### src/sv/hsv_pkg.sv
`default_nettype none

package hsv_pkg;

	// hue sector constants, in degrees
	localparam logic [8:0] HSV_DEG_60  = 9'd60;
	localparam logic [8:0] HSV_DEG_120 = 9'd120;
	localparam logic [8:0] HSV_DEG_240 = 9'd240;
	localparam logic [8:0] HSV_DEG_360 = 9'd360;
	localparam logic [7:0] HSV_FULL8   = 8'd255;

	// one quotient bit per divider stage, nine bits cover hue 0..360
	localparam int HSV_DIV_STAGES = 9;

	// floor(y / 45) = (y * HSV_RECIP) >> HSV_RECIP_SHIFT for y < 2**22
	localparam logic [22:0] HSV_RECIP       = 23'd5965233;
	localparam int          HSV_RECIP_SHIFT = 28;

	// which channel is largest, ties go to red then green
	typedef enum logic [2:0] {
		SEL_RED   = 3'b001,
		SEL_GREEN = 3'b010,
		SEL_BLUE  = 3'b100
	} hsv_sel_t;

	// state of one restoring division in flight
	typedef struct packed {
		logic [7:0] rem;
		logic [8:0] quo;
		logic [7:0] den;
	} hsv_div_t;

	// one slot of the divider pipeline; sat.den carries the brightness
	typedef struct packed {
		logic     valid;
		hsv_div_t hue;
		hsv_div_t sat;
	} hsv_stage_t;

	typedef struct packed {
		logic [8:0]  hue_degrees;
		logic [15:0] hue_scaled;
		logic [7:0]  saturation;
		logic [7:0]  brightness;
	} hsv_result_t;

	// one shift-compare-subtract step, remainder stays below the divisor
	function automatic hsv_div_t div_step(hsv_div_t x);
		logic [8:0] trial;
		hsv_div_t   y;
		trial = {x.rem, x.quo[8]};
		y     = x;
		if (trial >= {1'b0, x.den}) begin
			y.rem = 8'(trial - {1'b0, x.den});
			y.quo = {x.quo[7:0], 1'b1};
		end else begin
			y.rem = trial[7:0];
			y.quo = {x.quo[7:0], 1'b0};
		end
		return y;
	endfunction

endpackage

`default_nettype wire

### src/sv/hsv_prep.sv
`default_nettype none

module hsv_prep (
	input  wire logic               clk,
	input  wire logic               arst_n,
	input  wire logic               en,
	input  wire logic               pixel_valid,
	input  wire logic [7:0]         red,
	input  wire logic [7:0]         green,
	input  wire logic [7:0]         blue,
	output hsv_pkg::hsv_stage_t     prep
);
	import hsv_pkg::*;

	logic [7:0] mx;
	logic [7:0] mn;
	logic [7:0] op_a;
	logic [7:0] op_b;
	hsv_sel_t   sel;

	logic       valid_s1;
	logic [7:0] delta_s1;
	logic [7:0] max_s1;
	logic [7:0] k_s1;
	logic       neg_s1;
	hsv_sel_t   sel_s1;

	logic [8:0]  base;
	logic [16:0] base_term;
	logic [16:0] slope_term;
	logic [16:0] hue_num;
	logic [16:0] sat_num;

	logic        valid_s2;
	hsv_div_t    hue_s2;
	hsv_div_t    sat_s2;

	// stage 1: extremes, dominant channel and the signed channel difference
	always_comb begin
		mx = red;
		if (green > mx) mx = green;
		if (blue > mx) mx = blue;
		mn = red;
		if (green < mn) mn = green;
		if (blue < mn) mn = blue;
		if (mx == red) begin
			sel  = SEL_RED;
			op_a = green;
			op_b = blue;
		end else if (mx == green) begin
			sel  = SEL_GREEN;
			op_a = blue;
			op_b = red;
		end else begin
			sel  = SEL_BLUE;
			op_a = red;
			op_b = green;
		end
	end

	always_ff @(posedge clk or negedge arst_n) begin
		if (!arst_n) begin
			valid_s1 <= 1'b0;
		end else if (en) begin
			valid_s1 <= pixel_valid;
		end
	end

	always_ff @(posedge clk) begin
		if (en) begin
			delta_s1 <= mx - mn;
			max_s1   <= mx;
			sel_s1   <= sel;
			neg_s1   <= op_a < op_b;
			k_s1     <= (op_a >= op_b) ? op_a - op_b : op_b - op_a;
		end
	end

	// stage 2: hue numerator base*d +/- 60*k and saturation numerator d*255
	always_comb begin
		unique case (sel_s1)
			SEL_RED:   base = neg_s1 ? HSV_DEG_360 : 9'd0;
			SEL_GREEN: base = HSV_DEG_120;
			SEL_BLUE:  base = HSV_DEG_240;
			default:   base = 9'd0;
		endcase
		base_term  = 17'(base) * 17'(delta_s1);
		slope_term = 17'(HSV_DEG_60) * 17'(k_s1);
		hue_num    = neg_s1 ? base_term - slope_term : base_term + slope_term;
		sat_num    = 17'(delta_s1) * 17'(HSV_FULL8);
	end

	always_ff @(posedge clk or negedge arst_n) begin
		if (!arst_n) begin
			valid_s2 <= 1'b0;
		end else if (en) begin
			valid_s2 <= valid_s1;
		end
	end

	always_ff @(posedge clk) begin
		if (en) begin
			hue_s2.rem <= hue_num[16:9];
			hue_s2.quo <= hue_num[8:0];
			hue_s2.den <= delta_s1;
			sat_s2.rem <= sat_num[16:9];
			sat_s2.quo <= sat_num[8:0];
			sat_s2.den <= max_s1;
		end
	end

	assign prep = {valid_s2, hue_s2, sat_s2};

endmodule

`default_nettype wire

### src/sv/hsv_div_stage.sv
`default_nettype none

module hsv_div_stage (
	input  wire logic            clk,
	input  wire logic            arst_n,
	input  wire logic            en,
	input  hsv_pkg::hsv_stage_t  stage_in,
	output hsv_pkg::hsv_stage_t  stage_out
);
	import hsv_pkg::*;

	logic     valid_s1;
	hsv_div_t hue_s1;
	hsv_div_t sat_s1;

	always_ff @(posedge clk or negedge arst_n) begin
		if (!arst_n) begin
			valid_s1 <= 1'b0;
		end else if (en) begin
			valid_s1 <= stage_in.valid;
		end
	end

	// hue and saturation each retire one quotient bit
	always_ff @(posedge clk) begin
		if (en) begin
			hue_s1 <= div_step(stage_in.hue);
			sat_s1 <= div_step(stage_in.sat);
		end
	end

	assign stage_out = {valid_s1, hue_s1, sat_s1};

endmodule

`default_nettype wire

### src/sv/hsv_scale.sv
`default_nettype none

module hsv_scale (
	input  wire logic            clk,
	input  wire logic            arst_n,
	input  wire logic            en,
	input  hsv_pkg::hsv_stage_t  quot,
	output logic                 res_valid,
	output hsv_pkg::hsv_result_t res
);
	import hsv_pkg::*;

	logic [8:0]  hue;
	logic [24:0] hue_x65535;

	logic        valid_s1;
	logic [8:0]  hue_s1;
	logic [7:0]  sat_s1;
	logic [7:0]  bright_s1;
	logic [21:0] eighth_s1;

	logic        valid_s2;
	logic [8:0]  hue_s2;
	logic [7:0]  sat_s2;
	logic [7:0]  bright_s2;
	logic [44:0] prod_s2;

	// grey gives hue 0, black gives saturation 0
	always_comb begin
		if (quot.hue.den == 8'd0) begin
			hue = 9'd0;
		end else if (quot.hue.quo >= HSV_DEG_360) begin
			hue = quot.hue.quo - HSV_DEG_360;
		end else begin
			hue = quot.hue.quo;
		end
		hue_x65535 = (25'(hue) << 16) - 25'(hue);
	end

	always_ff @(posedge clk or negedge arst_n) begin
		if (!arst_n) begin
			valid_s1 <= 1'b0;
			valid_s2 <= 1'b0;
		end else if (en) begin
			valid_s1 <= quot.valid;
			valid_s2 <= valid_s1;
		end
	end

	// x/360 = (x>>3)/45, the /45 by reciprocal multiply
	always_ff @(posedge clk) begin
		if (en) begin
			hue_s1    <= hue;
			sat_s1    <= (quot.sat.den == 8'd0) ? 8'd0 : quot.sat.quo[7:0];
			bright_s1 <= quot.sat.den;
			eighth_s1 <= hue_x65535[24:3];
			hue_s2    <= hue_s1;
			sat_s2    <= sat_s1;
			bright_s2 <= bright_s1;
			prod_s2   <= 45'(eighth_s1) * 45'(HSV_RECIP);
		end
	end

	assign res_valid       = valid_s2;
	assign res.hue_degrees = hue_s2;
	assign res.hue_scaled  = prod_s2[HSV_RECIP_SHIFT +: 16];
	assign res.saturation  = sat_s2;
	assign res.brightness  = bright_s2;

endmodule

`default_nettype wire

### src/sv/rgb_to_hsv_pixel_top.sv
// 8-bit RGB to HSV pixel converter. Each pixel transaction (red, green, blue)
// yields one result transaction: brightness is the largest channel,
// saturation is floor((max-min)*255/max) and 0 for black, hue_degrees is the
// truncated hue 0..359 and 0 for grey, and hue_scaled is
// floor(hue_degrees*65535/360). The block takes one pixel every clock while
// pixel_stall is low. Each pixel passes through operand preparation, a
// radix-2 restoring divider that retires one quotient bit per stage for hue
// and saturation side by side, the hue scaling multiply, and the output
// register. A two-entry output buffer lets the pipeline keep moving while one
// result waits; pixel_stall rises only once both entries are full.
`default_nettype none

module rgb_to_hsv_pixel_top (
	input  wire logic       clk,
	input  wire logic       arst_n,
	// pixel transaction
	input  wire logic       pixel_valid,
	output logic            pixel_stall,
	input  wire logic [7:0] red,
	input  wire logic [7:0] green,
	input  wire logic [7:0] blue,
	// result transaction
	output logic            hsv_valid,
	input  wire logic       hsv_stall,
	output logic [8:0]      hue_degrees,
	output logic [15:0]     hue_scaled,
	output logic [7:0]      saturation,
	output logic [7:0]      brightness
);
	import hsv_pkg::*;

	// whole pipeline advances together; it freezes only when the skid entry is full
	logic        en;
	hsv_stage_t  div_pipe [0:HSV_DIV_STAGES];
	logic        res_valid;
	hsv_result_t res;

	// output register and skid entry
	logic        out_valid_q;
	hsv_result_t out_q;
	logic        skid_valid_q;
	hsv_result_t skid_q;
	logic        out_free;

	assign en          = !skid_valid_q;
	assign pixel_stall = skid_valid_q;

	// max/min, sector select, numerators
	hsv_prep u_prep (
		.clk         (clk),
		.arst_n      (arst_n),
		.en          (en),
		.pixel_valid (pixel_valid),
		.red         (red),
		.green       (green),
		.blue        (blue),
		.prep        (div_pipe[0])
	);

	// one quotient bit per stage
	for (genvar i = 0; i < HSV_DIV_STAGES; i++) begin : g_div
		hsv_div_stage u_stage (
			.clk       (clk),
			.arst_n    (arst_n),
			.en        (en),
			.stage_in  (div_pipe[i]),
			.stage_out (div_pipe[i+1])
		);
	end

	// special cases and hue scaling
	hsv_scale u_scale (
		.clk       (clk),
		.arst_n    (arst_n),
		.en        (en),
		.quot      (div_pipe[HSV_DIV_STAGES]),
		.res_valid (res_valid),
		.res       (res)
	);

	// output register is free when empty or being taken this cycle
	assign out_free = !out_valid_q || !hsv_stall;

	always_ff @(posedge clk or negedge arst_n) begin
		if (!arst_n) begin
			out_valid_q  <= 1'b0;
			skid_valid_q <= 1'b0;
		end else if (out_free) begin
			if (skid_valid_q) begin
				out_valid_q  <= 1'b1;
				skid_valid_q <= 1'b0;
			end else begin
				out_valid_q <= res_valid;
			end
		end else if (res_valid && !skid_valid_q) begin
			// result arrives while the output waits: park it
			skid_valid_q <= 1'b1;
		end
	end

	always_ff @(posedge clk) begin
		if (out_free) begin
			out_q <= skid_valid_q ? skid_q : res;
		end else if (!skid_valid_q) begin
			skid_q <= res;
		end
	end

	assign hsv_valid   = out_valid_q;
	assign hue_degrees = out_q.hue_degrees;
	assign hue_scaled  = out_q.hue_scaled;
	assign saturation  = out_q.saturation;
	assign brightness  = out_q.brightness;

`ifndef SYNTHESIS
	// the skid entry only fills behind a held output
	a_skid_behind_out: assert property (@(posedge clk) disable iff (!arst_n)
		skid_valid_q |-> out_valid_q)
		else $error("skid entry full while output register empty");

	// hue stays within one turn
	a_hue_range: assert property (@(posedge clk) disable iff (!arst_n)
		hsv_valid |-> (hue_degrees < 9'd360))
		else $error("hue out of range");

	// zero saturation means a grey pixel, whose hue is zero
	a_grey_hue: assert property (@(posedge clk) disable iff (!arst_n)
		(hsv_valid && saturation == 8'd0) |-> (hue_degrees == 9'd0))
		else $error("grey pixel with nonzero hue");

	// scaled hue follows degrees
	a_scaled_zero: assert property (@(posedge clk) disable iff (!arst_n)
		(hsv_valid && hue_degrees == 9'd0) |-> (hue_scaled == 16'd0))
		else $error("scaled hue nonzero for zero hue");
`endif

endmodule

`default_nettype wire

### config.mk
export PLATFORM = sky130hd
export DESIGN_NAME = rgb_to_hsv_pixel_top
export DESIGN_NICKNAME = d
export VERILOG_FILES = /design/src/sv/hsv_pkg.sv /design/src/sv/hsv_prep.sv /design/src/sv/hsv_div_stage.sv /design/src/sv/hsv_scale.sv /design/src/sv/rgb_to_hsv_pixel_top.sv
export SDC_FILE = /design/constraint.sdc
export NUM_CORES = 2
export LEC_CHECK = 0
export BUFFER_PORTS_ARGS = -buffer_cell sky130_fd_sc_hd__buf_2
export CAP_MARGIN = 20
export CELL_PAD_IN_SITES_DETAIL_PLACEMENT = 2
export CELL_PAD_IN_SITES_GLOBAL_PLACEMENT = 2
export CORE_MARGIN = 2
export CORE_UTILIZATION = 49
export DETAILED_ROUTE_END_ITERATION = 12
export HOLD_SLACK_MARGIN = 0.06
export PLACE_DENSITY_LB_ADDON = 0.1
export SYNTH_ARGS = -nofsm -noshare
export SYNTH_HDL_FRONTEND = slang
export SYNTH_SLANG_ARGS = --single-unit
### constraint.sdc
create_clock -name clk -period 18.9 [get_ports clk]
set_input_delay 2.835 -clock clk [delete_from_list [all_inputs] [get_ports clk]]
set_output_delay 2.835 -clock clk [all_outputs]
set_load 0.01 [all_outputs]
Word level (Yosys, flattened, before mapping)
Index checks and enable logic that the tools add are counted.
W data, S select, Z words.
- output and inout bits: 43
- register bits after elaboration: 723
- logic and storage cells: 196
- magnitude comparators: 25
- reductions and logical operators: 8
- multipliers: 4
- eq/ne operators: 5
- muxes and demuxes: 37
- add/subtract/negate cells: 23
- operators with widths (kind ; count):
    $mux W17 ; 17
    $ge A9 B8 Y1 ; 17
    $sub A8 B8 Y8 ; 19
    $mux W8 ; 9
    $mul A22 B23 Y44 const B ; 1
    $mux W41 ; 1
    $mux W9 ; 3
    $pmux W9 S3 ; 1
    $sub A25 B9 Y25 ; 1
    $lt A8 B8 Y1 ; 3
    $add A17 B14 Y17 ; 1
    $mul A9 B8 Y17 ; 1
    $sub A17 B14 Y17 ; 1
    $eq A8 B8 Y1 ; 2
    $ge A8 B8 Y1 ; 2
    $gt A8 B8 Y1 ; 2
    $logic_not A8 Y1 ; 2
    $mul A8 B8 Y16 const B ; 1
    $mul A4 B8 Y12 const A ; 1
    $ge A9 B9 Y1 const B ; 1
    $sub A9 B9 Y9 const B ; 1
    $mux W1 ; 5
    $eq A3 B1 Y1 const B ; 1
    $eq A3 B2 Y1 const B ; 1
    other kinds (6) ; 8

Logic depth before layout (Yosys ltp)
- word-level depth: 9
- mapped depth: 36
- gate-level depth less buffers: 34

By module
From an unflattened synthesis, not the netlist that was laid out.
- cell total of the unflattened synthesis: 3636
- area, all modules: 45934.1 um^2
- by module, submodules not included (module ; times used ; area an instance (um^2) ; cells an instance):
    hsv_div_stage ; 9 ; 2547.4 ; 184
    hsv_scale ; 1 ; 10087.2 ; 897
    hsv_prep ; 1 ; 9688.0 ; 948
    rgb_to_hsv_pixel_top ; 1 ; 3231.8 ; 135

Least setup slack after synthesis
Ideal clock, no wire load.
- path type: reg-to-reg
- start point: reg skid_valid_q (netlist: pixel_stall)
- end point: reg g_div[0].u_stage.sat_s1, in the netlist g_div[0].u_stage.stage_out[0] (enable)
- library setup time: 0.908 ns
- setup slack: 6.263 ns
- period minus slack after synthesis: 12.637 ns
- buffers on the path: 2
- data arrival time: 11.729 ns
- required time: 17.992 ns
- stages on the path, launching flop included: 4
- cell sequence: dfrtp_1 clkbuf_1 clkbuf_1 inv_1
- RTL lines (what ; line ; text):
    from (decl) ; rgb_to_hsv_pixel_top.sv:41 ; logic skid_valid_q;
    from (signal assigned) ; rgb_to_hsv_pixel_top.sv:87 ; skid_valid_q <= 1'b0;
    from (signal assigned) ; rgb_to_hsv_pixel_top.sv:91 ; skid_valid_q <= 1'b0;
    from (signal assigned) ; rgb_to_hsv_pixel_top.sv:97 ; skid_valid_q <= 1'b1;
    to (signal assigned) ; hsv_div_stage.sv:28 ; sat_s1 <= div_step(stage_in.sat);
    to (decl) ; hsv_div_stage.sv:14 ; hsv_div_t sat_s1;
No word-level cell between the ends.

Worst setup path after layout
- start point: in red[1]
- end point: reg u_prep.k_s1[7], data pin
- word-level cells in the longest chain between the ends: 9
- elaborated cells on any way between the ends: 14
- classes of those cells: 2 x add/sub; 3 x order compare; 2 x eq/ne; 7 x mux
- RTL lines (what ; line ; text):
    from (decl) ; rgb_to_hsv_pixel_top.sv:19 ; input wire logic [7:0] red,
    $gt A8 B8 Y1 ; hsv_prep.sv:41 ; if (green > mx) mx = green;
    $mux W8 ; hsv_prep.sv:41 ;
    $gt A8 B8 Y1 ; hsv_prep.sv:42 ; if (blue > mx) mx = blue;
    $mux W8 ; hsv_prep.sv:42 ;
    $eq A8 B8 Y1 ; hsv_prep.sv:50 ; end else if (mx == green) begin
    $mux W8 ; hsv_prep.sv:50 ;
    $mux W8 ; hsv_prep.sv:46 ; if (mx == red) begin
    $sub A8 B8 Y8 or $ge A8 B8 Y1 (tied branches) ; hsv_prep.sv:75 ; k_s1 <= (op_a >= op_b) ? op_a - op_b : op_b - op_a;
    $mux W8 (*) ; hsv_prep.sv:75 ;
    to (signal assigned) ; hsv_prep.sv:75 ;
    to (decl) ; hsv_prep.sv:24 ; logic [7:0] k_s1;
Every way passes the cells marked *; elsewhere a longest branch is shown, timed or not.
A chain may end at the register's enable or synchronous reset.

==> qor.csv <==
metric;value;unit
cap_violations;0;
numCtsBuffers;76;
synth_seq_area_share;0.4790;
clock_path_buffers;3;
fp.dieH;294.3;µm
die-area;86590;µm²
async_flop_share;0.02269;
routedWlPerCell;25.81;µm
worstHoldPathType;register to register;
crit_fanout;23;
grt_usage;0.2826;
drt_iter0_drc;1243;
ys_ff_latch;661;
cts_hold_buf;0;
cts_setup_buffers;0;
finalWeightedCongestion;0.8478;
syn-num-nets;4098;
rows;106;
cts_resized;0;
start_util;0.4941;
antenna_found_initial;3;
hold_viol;0;
nFillCells;7926;
crit_slowest_cell;a21o_1;
syn_avg_cell_area;12.20;µm²
fin_cells;4637;
io_buffers;70;
drt-pass1-iter-count;7;
cp-start-kind;input pin;
rsz0062_at_grt;false;
finalSetupTns;0;ns
finalSetupViolCount;0;
cts_tree;built;
synth_cell_types;74;
dp_hpwl;88810;µm
multi_input_area;19220;µm²
syn_inst;3384;
grt_pass1_vias;31290;
root_buffer;clkbuf_16;
nets;4207;
drt-total-wl;119700;µm
clock_latency;0.65;ns
yosysTopAreaCell;edfxtp_1;
arrival;10.76;ns
synth_top_area_share;0.4699;
whs;0.3803;ns
h-tree-depth;3;
grt_max_degree;212;
netlist_area;41280;µm²
yosysWarnings;0;
critPathKind;input pin to register;
layout-drive-gt1-share;0.08915;
placed_cells;4492;
placed_area;42840;µm²
clk_pin_slew;0.06;ns
num_vias;26303;
cp_slowest_stage_delay;0.66;ns
via_per_inst;5.672;
overflow;0;
worst_pin_slew;1.158;ns
fmaxAchievable;0.09621;GHz
synthTopCellsByArea;edfxtp_1, ha_1, fa_1;
synth_flop_cell;edfxtp_1;
syn_to_final_growth;10.20;%
drc;0;
end_kind;register;
status;finished, final reports clean;
die_w;294.3;µm
min_period;10.39;ns
r2r_slack;11.19;ns
clock_sinks;661;
antenna_left;0;
synth_commonest_cells;edfxtp_1, inv_1, ha_1, fa_1, nor2_1;
slew-limit-headroom;0.2281;
min_period_over_period;0.5500;
synth-edff-count;646;
ios;71;
slew_violations;0;
clock_skew;0.04628;ns
core_area;83560;µm²
grt_first_pass_wirelength;185800;µm
design_area;45490;µm²
cp.required;19.27;ns
layout.area.seq;19780;µm²
yosysMostFrequentCell;edfxtp_1;
==> routing by layer <==
layer / global-route usage / up-vias / part of all wire
li1: - / 11974 / -
met1: 0.3068 / 13568 / 0.37
met2: 0.5569 / 501 / 0.56
met3: 0.03552 / 256 / 0.029
met4: 0.09930 / 4 / 0.035
met5: 0 / - / 0.00020
==> layout by cell type (no fill, tap or decap), types with 6 or more instances in the layout <==
| master | instances |
|---|---|
| nand2b_1 | 42 |
| a31oi_1 | 10 |
| nand3_1 | 18 |
| buf_2 | 70 |
| clkinv_1 | 12 |
| mux2_2 | 86 |
| a21boi_0 | 48 |
| fa_1 | 215 |
| a21o_1 | 43 |
| mux2i_1 | 32 |
| a311oi_1 | 18 |
| or2_2 | 6 |
| o21ai_0 | 168 |
| dfrtp_1 | 14 |
| nand2_1 | 168 |
| nor3_1 | 57 |
| edfxtp_1 | 646 |
| clkbuf_16 | 76 |
| o21bai_1 | 7 |
| xnor2_1 | 96 |
| clkinv_2 | 14 |
| nor4_1 | 6 |
| and2_1 | 40 |
| o31ai_1 | 32 |
| buf_4 | 6 |
| clkbuf_1 | 12 |
| inv_1 | 552 |
| ha_1 | 471 |
| a21oi_1 | 121 |
| nor2b_1 | 57 |
| o21a_1 | 10 |
| bufinv_16 | 7 |
| clkinvlp_4 | 7 |
| nand4_1 | 39 |
| nor2_1 | 186 |
| xor2_1 | 68 |
==> cells by family after synthesis <==
family,synth area share
compound gates,0.07532
xor+xnor,0.03479
fa+ha+maj,0.2470
buf+inv,0.05577
flops,0.4790
mux,0.03158
simple gates,0.07653
==> state kept, by name (all words and copies together) (netlist names), 9 cells and up <==
signal	cells
u_scale.eighth_s1	22
u_prep.prep	46
hue_scaled	16
g_div.u_stage.stage_out	402
u_scale.hue_s2	9
g_div.u_stage.valid_s1	9
hue_degrees	9
u_scale.hue_s1	9
u_scale.prod_s2	16
skid_q	41
==> area by class of cell <==
type | count | share of cell area
Antenna cell | 1 | 0.00005501
Clock buffer | 91 | 0.04370
Clock inverter | 50 | 0.01312
Inverter | 553 | 0.04579
Multi-Input combinational cell | 2121 | 0.4224
Sequential cell | 661 | 0.4347
Tap cell | 1080 | 0.02970
Timing Repair Buffer | 80 | 0.01051
==> worst max-delay path: cells and delay by family <==
kind / cells / cell delay [ns]
fa+ha+maj: 4 / 1.22
compound gates: 15 / 3.49
buf+inv: 3 / 0.34
mux: 3 / 0.96
xor+xnor: 1 / 0.13
simple gates: 7 / 1.78
==> worst paths after layout <==
check / startpoint / end / depth (start not counted)
worst max-delay path: red[1] / u_prep.k_s1[7]$_DFFE_PN_ / 33
min in group asynchronous: arst_n / u_scale.res_valid$_DFFE_PN0N_ / 1
max in group asynchronous: arst_n / pixel_stall$_DFFE_PN0P_ / 1
worst min-delay path: u_prep.max_s1[2]$_DFFE_PN_ / u_prep.prep[2]$_DFFE_PN_ / 0
worst max register to register: u_scale.eighth_s1[6]$_DFFE_PN_ / u_scale.prod_s2[36]$_DFFE_PN_ / 22
worst min register to register: u_prep.max_s1[2]$_DFFE_PN_ / u_prep.prep[2]$_DFFE_PN_ / 0
==> stage by stage <==
stage          worst slack (ns)  utilization
3_3_place_gp              7.747       0.5127
4_1_cts                   8.238       0.5437
6_report                  8.506       0.5444
3_5_place_dp              7.566       0.5127
2_1_floorplan             6.263            -
5_1_grt                   7.801       0.5444
Power is left out: the tool's default activity adds up to more than one toggle a clock period on the data nets, which glitch-free logic cannot reach.
